==> src/hdl/immersed_boundary_forcing_relax_defines.svh <==
// Assertion macros shared by the immersed boundary forcing block
`ifndef IMMERSED_BOUNDARY_FORCING_RELAX_DEFINES_SVH
`define IMMERSED_BOUNDARY_FORCING_RELAX_DEFINES_SVH

`ifndef ASSERT_OFF

`define ASSERT_IMPLY(label, clk, rst_n, ante, cons) \
	label: assert property (@(posedge clk) disable iff (!rst_n) (ante) |-> (cons)) \
		else $error("assertion failed");

`define ASSERT_NEXT(label, clk, rst_n, ante, cons) \
	label: assert property (@(posedge clk) disable iff (!rst_n) (ante) |=> (cons)) \
		else $error("assertion failed");

`else

`define ASSERT_IMPLY(label, clk, rst_n, ante, cons)

`define ASSERT_NEXT(label, clk, rst_n, ante, cons)

`endif

`endif

==> src/hdl/ibfr_pkg.sv <==
// Package of types, constants and functions for the immersed boundary forcing block
package ibfr_pkg;

	localparam int VALUE_W = 32;
	localparam int DIST_FRAC_BITS = 16;
	localparam int DIST_W = DIST_FRAC_BITS + 1;
	localparam int DEN_W = DIST_FRAC_BITS + 2;
	localparam int COEF_W = DIST_W + 1;
	localparam int PROD_W = VALUE_W + DIST_W + 1;
	localparam int SAT_W = VALUE_W + 2;
	localparam int ADDR_W = 4;
	localparam int DATA_W = 32;
	localparam int QUEUE_DEPTH = 2;
	localparam int QPTR_W = $clog2(QUEUE_DEPTH);
	localparam int QCNT_W = $clog2(QUEUE_DEPTH + 1);
	localparam int DIV_STEPS = VALUE_W / 2;
	localparam int DCNT_W = $clog2(DIV_STEPS);

	localparam logic [DIST_W-1:0] FRAC_ONE = DIST_W'(1) << DIST_FRAC_BITS;

	localparam logic [1:0] REG_OMEGA = 2'd0;
	localparam logic [1:0] REG_BND_X = 2'd1;
	localparam logic [1:0] REG_BND_Y = 2'd2;
	localparam logic [1:0] REG_BND_Z = 2'd3;

	localparam logic [1:0] DIR_X = 2'd0;
	localparam logic [1:0] DIR_Y = 2'd1;
	localparam logic [1:0] DIR_Z = 2'd2;
	localparam logic [1:0] DIR_NONE = 2'd3;

	typedef struct packed {
		logic [DIST_W-1:0] w;
		logic signed [VALUE_W-1:0] bnd_x;
		logic signed [VALUE_W-1:0] bnd_y;
		logic signed [VALUE_W-1:0] bnd_z;
	} cfg_t;

	typedef struct packed {
		logic signed [VALUE_W-1:0] cell_val;
		logic signed [VALUE_W-1:0] nb;
		logic signed [VALUE_W-1:0] wall;
		logic [DIST_W-1:0] xic;
		logic first;
		logic upd;
		logic last;
	} cmd_t;

	function automatic logic signed [VALUE_W-1:0] sat_val(input logic signed [SAT_W-1:0] v);
		logic [SAT_W-VALUE_W:0] top;
		logic signed [VALUE_W-1:0] r;
		top = v[SAT_W-1:VALUE_W-1];
		if ((&top) || !(|top))
			r = v[VALUE_W-1:0];
		else if (v[SAT_W-1])
			r = {1'b1, {(VALUE_W-1){1'b0}}};
		else
			r = {1'b0, {(VALUE_W-1){1'b1}}};
		return r;
	endfunction

endpackage

==> src/hdl/ibfr_front.sv <==
// Front end: accepts face requests, tracks the largest distance and classifies each face
module ibfr_front import ibfr_pkg::*; (
	input  logic clk,
	input  logic arst_n,
	input  logic take,
	input  cfg_t cfg,
	input  logic signed [VALUE_W-1:0] cell_value,
	input  logic [DIST_W-1:0] face_distance,
	input  logic signed [VALUE_W-1:0] neighbor_value,
	input  logic [1:0] direction,
	input  logic forced,
	input  logic first_face,
	input  logic last_face,
	output cmd_t cmd
);

	logic [DIST_W-1:0] largest_q;
	logic [DIST_W-1:0] dist_c;
	logic [DIST_W-1:0] base_c;
	logic upd_c;
	logic signed [VALUE_W-1:0] wall_c;

	always_comb begin
		dist_c = (face_distance > FRAC_ONE) ? FRAC_ONE : face_distance;
		base_c = first_face ? '0 : largest_q;
		upd_c = forced && (dist_c > base_c);
		case (direction)
			DIR_X: wall_c = cfg.bnd_x;
			DIR_Y: wall_c = cfg.bnd_y;
			DIR_Z: wall_c = cfg.bnd_z;
			default: wall_c = '0;
		endcase
		cmd.cell_val = cell_value;
		cmd.nb = neighbor_value;
		cmd.wall = wall_c;
		cmd.xic = FRAC_ONE - dist_c;
		cmd.first = first_face;
		cmd.upd = upd_c;
		cmd.last = last_face;
	end

	always_ff @(posedge clk or negedge arst_n) begin
		if (!arst_n) begin
			largest_q <= '0;
		end else if (take) begin
			largest_q <= upd_c ? dist_c : base_c;
		end
	end

endmodule

==> src/hdl/ibfr_queue.sv <==
// Short request queue between the front end and the back end
module ibfr_queue import ibfr_pkg::*; (
	input  logic clk,
	input  logic arst_n,
	input  logic wr,
	input  cmd_t wdata,
	input  logic rd,
	output cmd_t rdata,
	output logic q_full,
	output logic q_empty
);

	cmd_t mem_q [QUEUE_DEPTH];
	logic [QPTR_W-1:0] wr_ptr_q;
	logic [QPTR_W-1:0] rd_ptr_q;
	logic [QCNT_W-1:0] cnt_q;
	logic do_wr;
	logic do_rd;

	assign q_full = (cnt_q == QCNT_W'(QUEUE_DEPTH));
	assign q_empty = (cnt_q == '0);
	assign do_wr = wr && !q_full;
	assign do_rd = rd && !q_empty;
	assign rdata = mem_q[rd_ptr_q];

	always_ff @(posedge clk) begin
		if (do_wr) begin
			mem_q[wr_ptr_q] <= wdata;
		end
	end

	always_ff @(posedge clk or negedge arst_n) begin
		if (!arst_n) begin
			wr_ptr_q <= '0;
			rd_ptr_q <= '0;
			cnt_q <= '0;
		end else begin
			if (do_wr) begin
				wr_ptr_q <= (wr_ptr_q == QPTR_W'(QUEUE_DEPTH - 1)) ? '0 : wr_ptr_q + 1'b1;
			end
			if (do_rd) begin
				rd_ptr_q <= (rd_ptr_q == QPTR_W'(QUEUE_DEPTH - 1)) ? '0 : rd_ptr_q + 1'b1;
			end
			if (do_wr && !do_rd) begin
				cnt_q <= cnt_q + 1'b1;
			end else if (do_rd && !do_wr) begin
				cnt_q <= cnt_q - 1'b1;
			end
		end
	end

endmodule

==> src/hdl/ibfr_back.sv <==
// Back end: interpolation target by iterative division, relaxation and result register
module ibfr_back import ibfr_pkg::*; (
	input  logic clk,
	input  logic arst_n,
	input  cfg_t cfg,
	input  cmd_t cmd,
	input  logic q_empty,
	output logic q_pop,
	input  logic pop,
	output logic empty,
	output logic signed [VALUE_W-1:0] new_value
);

	localparam logic [2:0] ST_IDLE = 3'd0;
	localparam logic [2:0] ST_MUL = 3'd1;
	localparam logic [2:0] ST_SUM = 3'd2;
	localparam logic [2:0] ST_DIV = 3'd3;
	localparam logic [2:0] ST_FIX = 3'd4;
	localparam logic [2:0] ST_REL2 = 3'd5;
	localparam logic [2:0] ST_REL3 = 3'd6;
	localparam logic [2:0] ST_EMIT = 3'd7;

	logic [2:0] state_q;
	cmd_t cmd_q;
	logic signed [VALUE_W-1:0] run_q;
	logic signed [VALUE_W-1:0] tgt_q;
	logic signed [PROD_W-1:0] prod_q;
	logic signed [PROD_W-1:0] p1_q;
	logic neg_q;
	logic [DIST_W-1:0] rem_q;
	logic [VALUE_W-1:0] qd_q;
	logic [DCNT_W-1:0] cnt_q;
	logic out_valid_q;
	logic signed [VALUE_W-1:0] out_q;

	logic signed [COEF_W-1:0] mul_a;
	logic signed [VALUE_W-1:0] mul_b;
	logic signed [PROD_W-1:0] mul_p;
	logic signed [PROD_W-1:0] wall_ext;
	logic signed [PROD_W-1:0] num_c;
	logic [PROD_W-1:0] mag_c;
	logic [DEN_W-1:0] dvs_c;
	logic [DEN_W-1:0] t1_c;
	logic [DEN_W-1:0] t2_c;
	logic ge1_c;
	logic ge2_c;
	logic [DIST_W-1:0] r1_c;
	logic [DIST_W-1:0] r2_c;
	logic signed [SAT_W-1:0] qv_c;
	logic signed [SAT_W-1:0] tv_c;
	logic signed [PROD_W-1:0] rsum_c;
	logic out_free;

	assign out_free = !out_valid_q || pop;
	assign q_pop = (state_q == ST_IDLE) && !q_empty;
	assign empty = !out_valid_q;
	assign new_value = out_q;

	always_comb begin
		case (state_q)
			ST_MUL: begin
				mul_a = $signed({1'b0, cmd_q.xic});
				mul_b = cmd_q.nb;
			end
			ST_FIX: begin
				mul_a = $signed({1'b0, FRAC_ONE - cfg.w});
				mul_b = run_q;
			end
			default: begin
				mul_a = $signed({1'b0, cfg.w});
				mul_b = tgt_q;
			end
		endcase
		mul_p = mul_a * mul_b;

		wall_ext = PROD_W'(cmd_q.wall);
		num_c = (wall_ext <<< DIST_FRAC_BITS) + prod_q;
		mag_c = num_c[PROD_W-1] ? PROD_W'(-num_c) : PROD_W'(num_c);

		dvs_c = DEN_W'(FRAC_ONE) + DEN_W'(cmd_q.xic);
		t1_c = {rem_q, qd_q[VALUE_W-1]};
		ge1_c = (t1_c >= dvs_c);
		r1_c = ge1_c ? DIST_W'(t1_c - dvs_c) : DIST_W'(t1_c);
		t2_c = {r1_c, qd_q[VALUE_W-2]};
		ge2_c = (t2_c >= dvs_c);
		r2_c = ge2_c ? DIST_W'(t2_c - dvs_c) : DIST_W'(t2_c);

		qv_c = $signed({2'b00, qd_q});
		tv_c = neg_q ? (-qv_c - SAT_W'(rem_q != '0)) : qv_c;

		rsum_c = p1_q + prod_q;
	end

	always_ff @(posedge clk) begin
		case (state_q)
			ST_IDLE: begin
				cmd_q <= cmd;
			end
			ST_MUL: begin
				prod_q <= mul_p;
			end
			ST_SUM: begin
				neg_q <= num_c[PROD_W-1];
				rem_q <= DIST_W'(mag_c[VALUE_W+DIST_FRAC_BITS-1:VALUE_W]);
				qd_q <= mag_c[VALUE_W-1:0];
			end
			ST_DIV: begin
				rem_q <= r2_c;
				qd_q <= {qd_q[VALUE_W-3:0], ge1_c, ge2_c};
			end
			ST_FIX: begin
				tgt_q <= sat_val(tv_c);
				p1_q <= mul_p;
			end
			ST_REL2: begin
				prod_q <= mul_p;
			end
			default: begin
			end
		endcase
		if (state_q == ST_EMIT && out_free) begin
			out_q <= run_q;
		end
	end

	always_ff @(posedge clk or negedge arst_n) begin
		if (!arst_n) begin
			state_q <= ST_IDLE;
			run_q <= '0;
			cnt_q <= '0;
			out_valid_q <= 1'b0;
		end else begin
			case (state_q)
				ST_IDLE: begin
					if (!q_empty) begin
						if (cmd.first) begin
							run_q <= cmd.cell_val;
						end
						if (cmd.upd) begin
							state_q <= ST_MUL;
						end else if (cmd.last) begin
							state_q <= ST_EMIT;
						end
					end
				end
				ST_MUL: begin
					state_q <= ST_SUM;
				end
				ST_SUM: begin
					cnt_q <= '0;
					state_q <= ST_DIV;
				end
				ST_DIV: begin
					cnt_q <= cnt_q + 1'b1;
					if (cnt_q == DCNT_W'(DIV_STEPS - 1)) begin
						state_q <= ST_FIX;
					end
				end
				ST_FIX: begin
					state_q <= ST_REL2;
				end
				ST_REL2: begin
					state_q <= ST_REL3;
				end
				ST_REL3: begin
					run_q <= sat_val(rsum_c[DIST_FRAC_BITS+SAT_W-1:DIST_FRAC_BITS]);
					state_q <= cmd_q.last ? ST_EMIT : ST_IDLE;
				end
				ST_EMIT: begin
					if (out_free) begin
						state_q <= ST_IDLE;
					end
				end
				default: begin
					state_q <= ST_IDLE;
				end
			endcase
			if (state_q == ST_EMIT && out_free) begin
				out_valid_q <= 1'b1;
			end else if (pop && out_valid_q) begin
				out_valid_q <= 1'b0;
			end
		end
	end

endmodule

==> src/hdl/immersed_boundary_forcing_relax.sv <==
// Top level of the immersed boundary forcing block: register port, front end, queue, back end
//
// Takes the faces of one wall-adjacent cell as consecutive requests (first_face opens a
// cell, last_face closes it and yields one new_value). The front end takes one request per
// cycle, while the queue is not full, into a two-entry queue while the back end works
// through it. A face that raises the largest wall distance of a forced cell uses one shared
// 18 by 32 bit multiplier three times and a divider that retires two quotient bits per
// cycle. Other faces leave the back end idle; a last face also has it load the result
// register. The result register lets the back end go on while a result waits to be popped.
// Registers sit at byte addresses 0 (omega), 4, 8 and 12 (wall values for x, y and z);
// write them only while the block is idle.
`include "immersed_boundary_forcing_relax_defines.svh"

module immersed_boundary_forcing_relax import ibfr_pkg::*; (
	input  logic clk,
	input  logic arst_n,
	input  logic psel,
	input  logic penable,
	input  logic pwrite,
	input  logic [ADDR_W-1:0] paddr,
	input  logic [DATA_W-1:0] pwdata,
	output logic [DATA_W-1:0] prdata,
	output logic pready,
	input  logic push,
	output logic full,
	input  logic signed [VALUE_W-1:0] cell_value,
	input  logic [DIST_W-1:0] face_distance,
	input  logic signed [VALUE_W-1:0] neighbor_value,
	input  logic [1:0] direction,
	input  logic forced,
	input  logic first_face,
	input  logic last_face,
	output logic empty,
	input  logic pop,
	output logic signed [VALUE_W-1:0] new_value
);

	logic [DIST_W-1:0] omega_q;
	logic signed [VALUE_W-1:0] bnd_x_q;
	logic signed [VALUE_W-1:0] bnd_y_q;
	logic signed [VALUE_W-1:0] bnd_z_q;
	logic wr_en;
	logic [1:0] reg_idx;
	cfg_t cfg;
	cmd_t f_cmd;
	cmd_t b_cmd;
	logic take;
	logic q_full;
	logic q_empty;
	logic q_pop;

	assign pready = 1'b1;
	assign wr_en = psel && penable && pwrite && pready;
	assign reg_idx = paddr[ADDR_W-1:2];

	always_ff @(posedge clk or negedge arst_n) begin
		if (!arst_n) begin
			omega_q <= FRAC_ONE;
			bnd_x_q <= '0;
			bnd_y_q <= '0;
			bnd_z_q <= '0;
		end else if (wr_en) begin
			case (reg_idx)
				REG_OMEGA: omega_q <= pwdata[DIST_W-1:0];
				REG_BND_X: bnd_x_q <= pwdata[VALUE_W-1:0];
				REG_BND_Y: bnd_y_q <= pwdata[VALUE_W-1:0];
				REG_BND_Z: bnd_z_q <= pwdata[VALUE_W-1:0];
				default: begin
				end
			endcase
		end
	end

	always_comb begin
		case (reg_idx)
			REG_OMEGA: prdata = DATA_W'(omega_q);
			REG_BND_X: prdata = bnd_x_q;
			REG_BND_Y: prdata = bnd_y_q;
			REG_BND_Z: prdata = bnd_z_q;
			default: prdata = '0;
		endcase
		cfg.w = (omega_q > FRAC_ONE) ? FRAC_ONE : omega_q;
		cfg.bnd_x = bnd_x_q;
		cfg.bnd_y = bnd_y_q;
		cfg.bnd_z = bnd_z_q;
	end

	assign full = q_full;
	assign take = push && !q_full;

	ibfr_front u_front (
		.clk            (clk),
		.arst_n         (arst_n),
		.take           (take),
		.cfg            (cfg),
		.cell_value     (cell_value),
		.face_distance  (face_distance),
		.neighbor_value (neighbor_value),
		.direction      (direction),
		.forced         (forced),
		.first_face     (first_face),
		.last_face      (last_face),
		.cmd            (f_cmd)
	);

	ibfr_queue u_queue (
		.clk     (clk),
		.arst_n  (arst_n),
		.wr      (take),
		.wdata   (f_cmd),
		.rd      (q_pop),
		.rdata   (b_cmd),
		.q_full  (q_full),
		.q_empty (q_empty)
	);

	ibfr_back u_back (
		.clk       (clk),
		.arst_n    (arst_n),
		.cfg       (cfg),
		.cmd       (b_cmd),
		.q_empty   (q_empty),
		.q_pop     (q_pop),
		.pop       (pop),
		.empty     (empty),
		.new_value (new_value)
	);

	`ASSERT_IMPLY(a_queue_full_not_empty, clk, arst_n, q_full, !q_empty)
	`ASSERT_IMPLY(a_pop_has_entry, clk, arst_n, q_pop, !q_empty)
	`ASSERT_NEXT(a_take_fills_queue, clk, arst_n, take, !q_empty || $past(q_pop))

endmodule
==> config.mk <==
export PLATFORM = sky130hd
export DESIGN_NAME = immersed_boundary_forcing_relax
export DESIGN_NICKNAME = d
export VERILOG_FILES = /design/src/hdl/ibfr_pkg.sv /design/src/hdl/ibfr_front.sv /design/src/hdl/ibfr_queue.sv /design/src/hdl/ibfr_back.sv /design/src/hdl/immersed_boundary_forcing_relax.sv
export VERILOG_INCLUDE_DIRS = /design/src /design/src/hdl
export SDC_FILE = /design/constraint.sdc
export NUM_CORES = 2
export LEC_CHECK = 0
export ABC_CLOCK_PERIOD_IN_PS = 23600
export BUFFER_PORTS_ARGS = -buffer_cell sky130_fd_sc_hd__buf_2
export CAP_MARGIN = 20
export CORE_MARGIN = 2
export CORE_UTILIZATION = 60
export CTS_BUF_LIST = sky130_fd_sc_hd__clkbuf_4
export DETAILED_ROUTE_END_ITERATION = 10
export PLACE_DENSITY = 0.8
export SLEW_MARGIN = 5
export SYNTH_ARGS = -nofsm -noshare
export SYNTH_HDL_FRONTEND = slang
export SYNTH_HIERARCHICAL = 1
export SYNTH_SLANG_ARGS = --single-unit
==> constraint.sdc <==
create_clock -name clk -period 23.6 [get_ports clk]
set_input_delay 2.36 -clock clk [delete_from_list [all_inputs] [get_ports clk]]
set_output_delay 2.36 -clock clk [all_outputs]
set_load 0.01 [all_outputs]
==> out/results.tsv <==
stage	metric	value	unit
synth	syn_inst	5324	
floorplan	die_area	0.0969	mm²
placement	gp_congestion	0.976	
timing	tightest_slew	1180	ps
detailed_routing	wl_per_cell	22.0	µm
final_layout	post-route-util	0.652	
cts	cts-root-buf	clkbuf_4	
detailed_routing	wl	152	mm
timing	max_freq	0.0849	GHz
detailed_routing	highest_layer	met5	
synth	synth-seq-area-share	0.357	
worst_setup_path	critPathRequiredTime	24430	ps
job	cap_violations	0	
worst_setup_path	cp-end-kind	flip-flop	
worst_setup_path	r2r-start	omega_q[16]	
worst_setup_path	start_kind	flip-flop	
cts	clk_path_buf_depth	3	
synth	synth_area	0.0566	mm²
final_layout	syn_to_final_growth	7.68	%
worst_setup_path	critPathArrivalTime	12610	ps
synth	synth_seq_cells	702	
detailed_routing	drt_iter0_drc	4093	
detailed_routing	vias	42000	
worst_setup_path	cp_top_family	adder cells	
cts	hold_buffers	0	
global_route	grt_max_degree	80	
global_route	grt_first_pass_wirelength	238	mm
synth	synth_ff_type	edfxtp_1	
global_route	grt_pass1_vias	43000	
timing	fin_crit	11780	ps
global_route	grt_overflow_total	0	
placement	dpl.hpwl	114	mm
timing	finClkSkew	97.4	ps
cts	post_cts_buffers	0	
timing	hold_viol	0	
detailed_routing	first_pass_iters	6	
cts	cts.htree.levels	4	
final_layout	finalNetCount	6438	
worst_setup_path	cp.buffers_inverters	7	
floorplan	coreArea	0.0935	mm²
synth	synthDistinctLibCells	103	
floorplan	dieHeight	311	µm
detailed_routing	drtAntennaViolNets	0	
run_status	status	complete, no violations	
timing	tns	0	ps
cts	cts_resized	0	
timing	rsz0062_at_grt	false	
synth	avgSynthCellArea	10.6	µm²
worst_setup_path	cpPeakStageDelay	690	ps
synth	synth_edf_count	528	
timing	slew-limit-headroom	0.211	
worst_hold_path	min-delay-start	u_back/run_q[1]	
cts	insertion_delay	1070	ps
cts	cts_tree	yes	
placement	port_buffers	192	
worst_hold_path	holdCritPathClass	flip-flop to flip-flop	
timing	setup_viol	0	
detailed_routing	vias_per_cell	6.08	
floorplan	ios	196	
detailed_routing	met2_length	70.5	mm
timing	final-max-slew-violation-count	0	
floorplan	die_w	311	µm
synth	yosysWarningCount	6	
global_route	grt_use_total	0.318	
detailed_routing	drc	0	
floorplan	rows	112	
worst_setup_path	crit_type	flip-flop to flip-flop	
timing	fin_crit_sh	0.499	
worst_setup_path	cp-startpoint	omega_q[16]	
cts	clk_pin_slew	70	ps
placement	place_area	0.0584	mm²
final_layout	final_area	0.0610	mm²
detailed_routing	wl_met3	16.1	mm
synth	syn_nets	6267	
worst_setup_path	crit_path_max_fanout	33	
synth	synthArstFlopShare	0.248	
cts	cts_sinks	702	
worst_setup_path	cp_common_cell	inv_1	
cts	cts_buffers	181	
final_layout	drive_gt1_frac	0.165	
floorplan	start_util	0.606	
worst_setup_path	cpMaxStageDelayCell	dfstp_2	
detailed_routing	wl_met1	59.2	mm
global_route	antenna_found_initial	13	
==> cell usage in the layout (no fill, tap or decap), types with 33 or more instances in the layout <==
| master | synthesis | layout |
|---|---|---|
| fa_1 | 524 | 524 |
| buf_2 | 24 | 191 |
| and2_1 | 42 | 42 |
| clkbuf_4 | 2 | 280 |
| dfrtp_1 | 173 | 172 |
| buf_4 | 73 | 79 |
| a221o_1 | 39 | 39 |
| inv_1 | 698 | 697 |
| nand3_1 | 56 | 56 |
| nor2_1 | 430 | 429 |
| mux2_4 | 40 | 40 |
| nand2_1 | 538 | 537 |
| mux2_2 | 220 | 220 |
| nor2b_1 | 52 | 49 |
| mux2i_1 | 62 | 62 |
| a22o_1 | 34 | 34 |
| xnor2_1 | 128 | 128 |
| edfxtp_1 | 528 | 528 |
| a21o_1 | 89 | 89 |
| a221oi_1 | 43 | 38 |
| xor2_1 | 85 | 85 |
| ha_1 | 290 | 290 |
| a21oi_1 | 240 | 238 |
| o21ai_0 | 196 | 193 |
| nand2b_1 | 33 | 33 |
| nor3_1 | 46 | 45 |
==> state kept, by name (all words and copies together) (netlist names), 50 cells and up <==
signal and cells:
u_queue/mem_q 232, u_back/p1_q 50, u_back/prod_q 50, u_back/cmd_q 82
==> metrics by stage <==
| stage | cells | hold slack (ps) | worst slack (ps) |
|---|---|---|---|
| floorplan | 5324 | 446 | 13220 |
| detailed placement | 6563 | 474 | 12080 |
| global route | 6906 | 511 | 11340 |
| CTS | 6897 | 489 | 12040 |
| global placement | 6563 | 461 | 12070 |
| finish | 6909 | 494 | 11820 |
==> kinds of logic after synthesis <==
kind of cell    Yosys count  share of synthesized area
other cells               1                  0.0000662
simple gates           1370                      0.109
compound gates          893                      0.105
buf+inv                 987                     0.0738
mux                     343                     0.0729
flops                   702                      0.357
xor+xnor                213                     0.0329
fa+ha+maj               815                      0.249
==> area by class of cell <==
| cell class | count | area [µm²] |
|---|---|---|
| fill | 7105 | 32500 |
| multi-input combinational | 3635 | 32400 |
| sequential | 702 | 20200 |
| inverter | 701 | 2630 |
| clock buffer | 280 | 2100 |
| timing repair buffer | 274 | 1630 |
| tap | 1254 | 1570 |
| clock inverter | 54 | 415 |
| antenna | 9 | 22.5 |
==> final timing paths <==
check	slack, ps	endpoint	cells past startpoint
worst min-delay path	490	u_back/new_value[1]	0
worst min register to register	490	u_back/new_value[1]	0
max in group asynchronous	20480	u_back/run_q[14]	4
worst max-delay path	11820	u_back/p1_q[42]	37
min in group asynchronous	1210	u_back/cnt_q[3]	1
worst max register to register	11820	u_back/p1_q[42]	37
==> synth_stat cells (8+ instances only) <==
master     count  share of area
nor3_1        46         0.0041
a21boi_0      10         0.0013
o211ai_1      26         0.0034
a22o_1        34         0.0053
o21ai_0      196          0.017
dfrtp_1      173          0.076
mux2_2       220          0.044
nand2b_1      33         0.0036
edfxtp_1     528           0.28
buf_4         73         0.0097
or4_1         10         0.0013
buf_6         13         0.0026
nor4_1        22         0.0024
and2_1        42         0.0046
nor2_1       430          0.028
clkbuf_1     161          0.011
o21bai_1      19         0.0025
nand3_1       56         0.0049
ha_1         290          0.064
fa_1         524           0.19
inv_1        698          0.046
a32oi_1       18         0.0028
o31ai_1       15         0.0020
and3_1        23         0.0025
mux4_2        17         0.0068
o21a_1        18         0.0024
a21oi_1      240          0.021
buf_2         24         0.0021
or3_1         19         0.0021
xnor2_1      128          0.020
mux2i_1       62          0.011
nand2_1      538          0.036
mux2_4        40          0.011
a211oi_1      29         0.0038
a221oi_1      43         0.0066
a2111oi_0      8         0.0012
or2_2         21         0.0023
a21o_1        89          0.012
a221o_1       39         0.0069
nor2b_1       52         0.0057
xor2_1        85          0.013
a31oi_1       20         0.0022
nand4_1       29         0.0032
nor3b_1       10         0.0013
==> routing by layer <==
layer,vias to the layer above,global-route usage
li1,18600,-
met4,14,0.144
met5,-,0
met2,2133,0.503
met3,401,0.0734
met1,20900,0.422
Power is not shown: default switching activity piles up to over one toggle a cycle in this logic, so the estimate is an artifact.
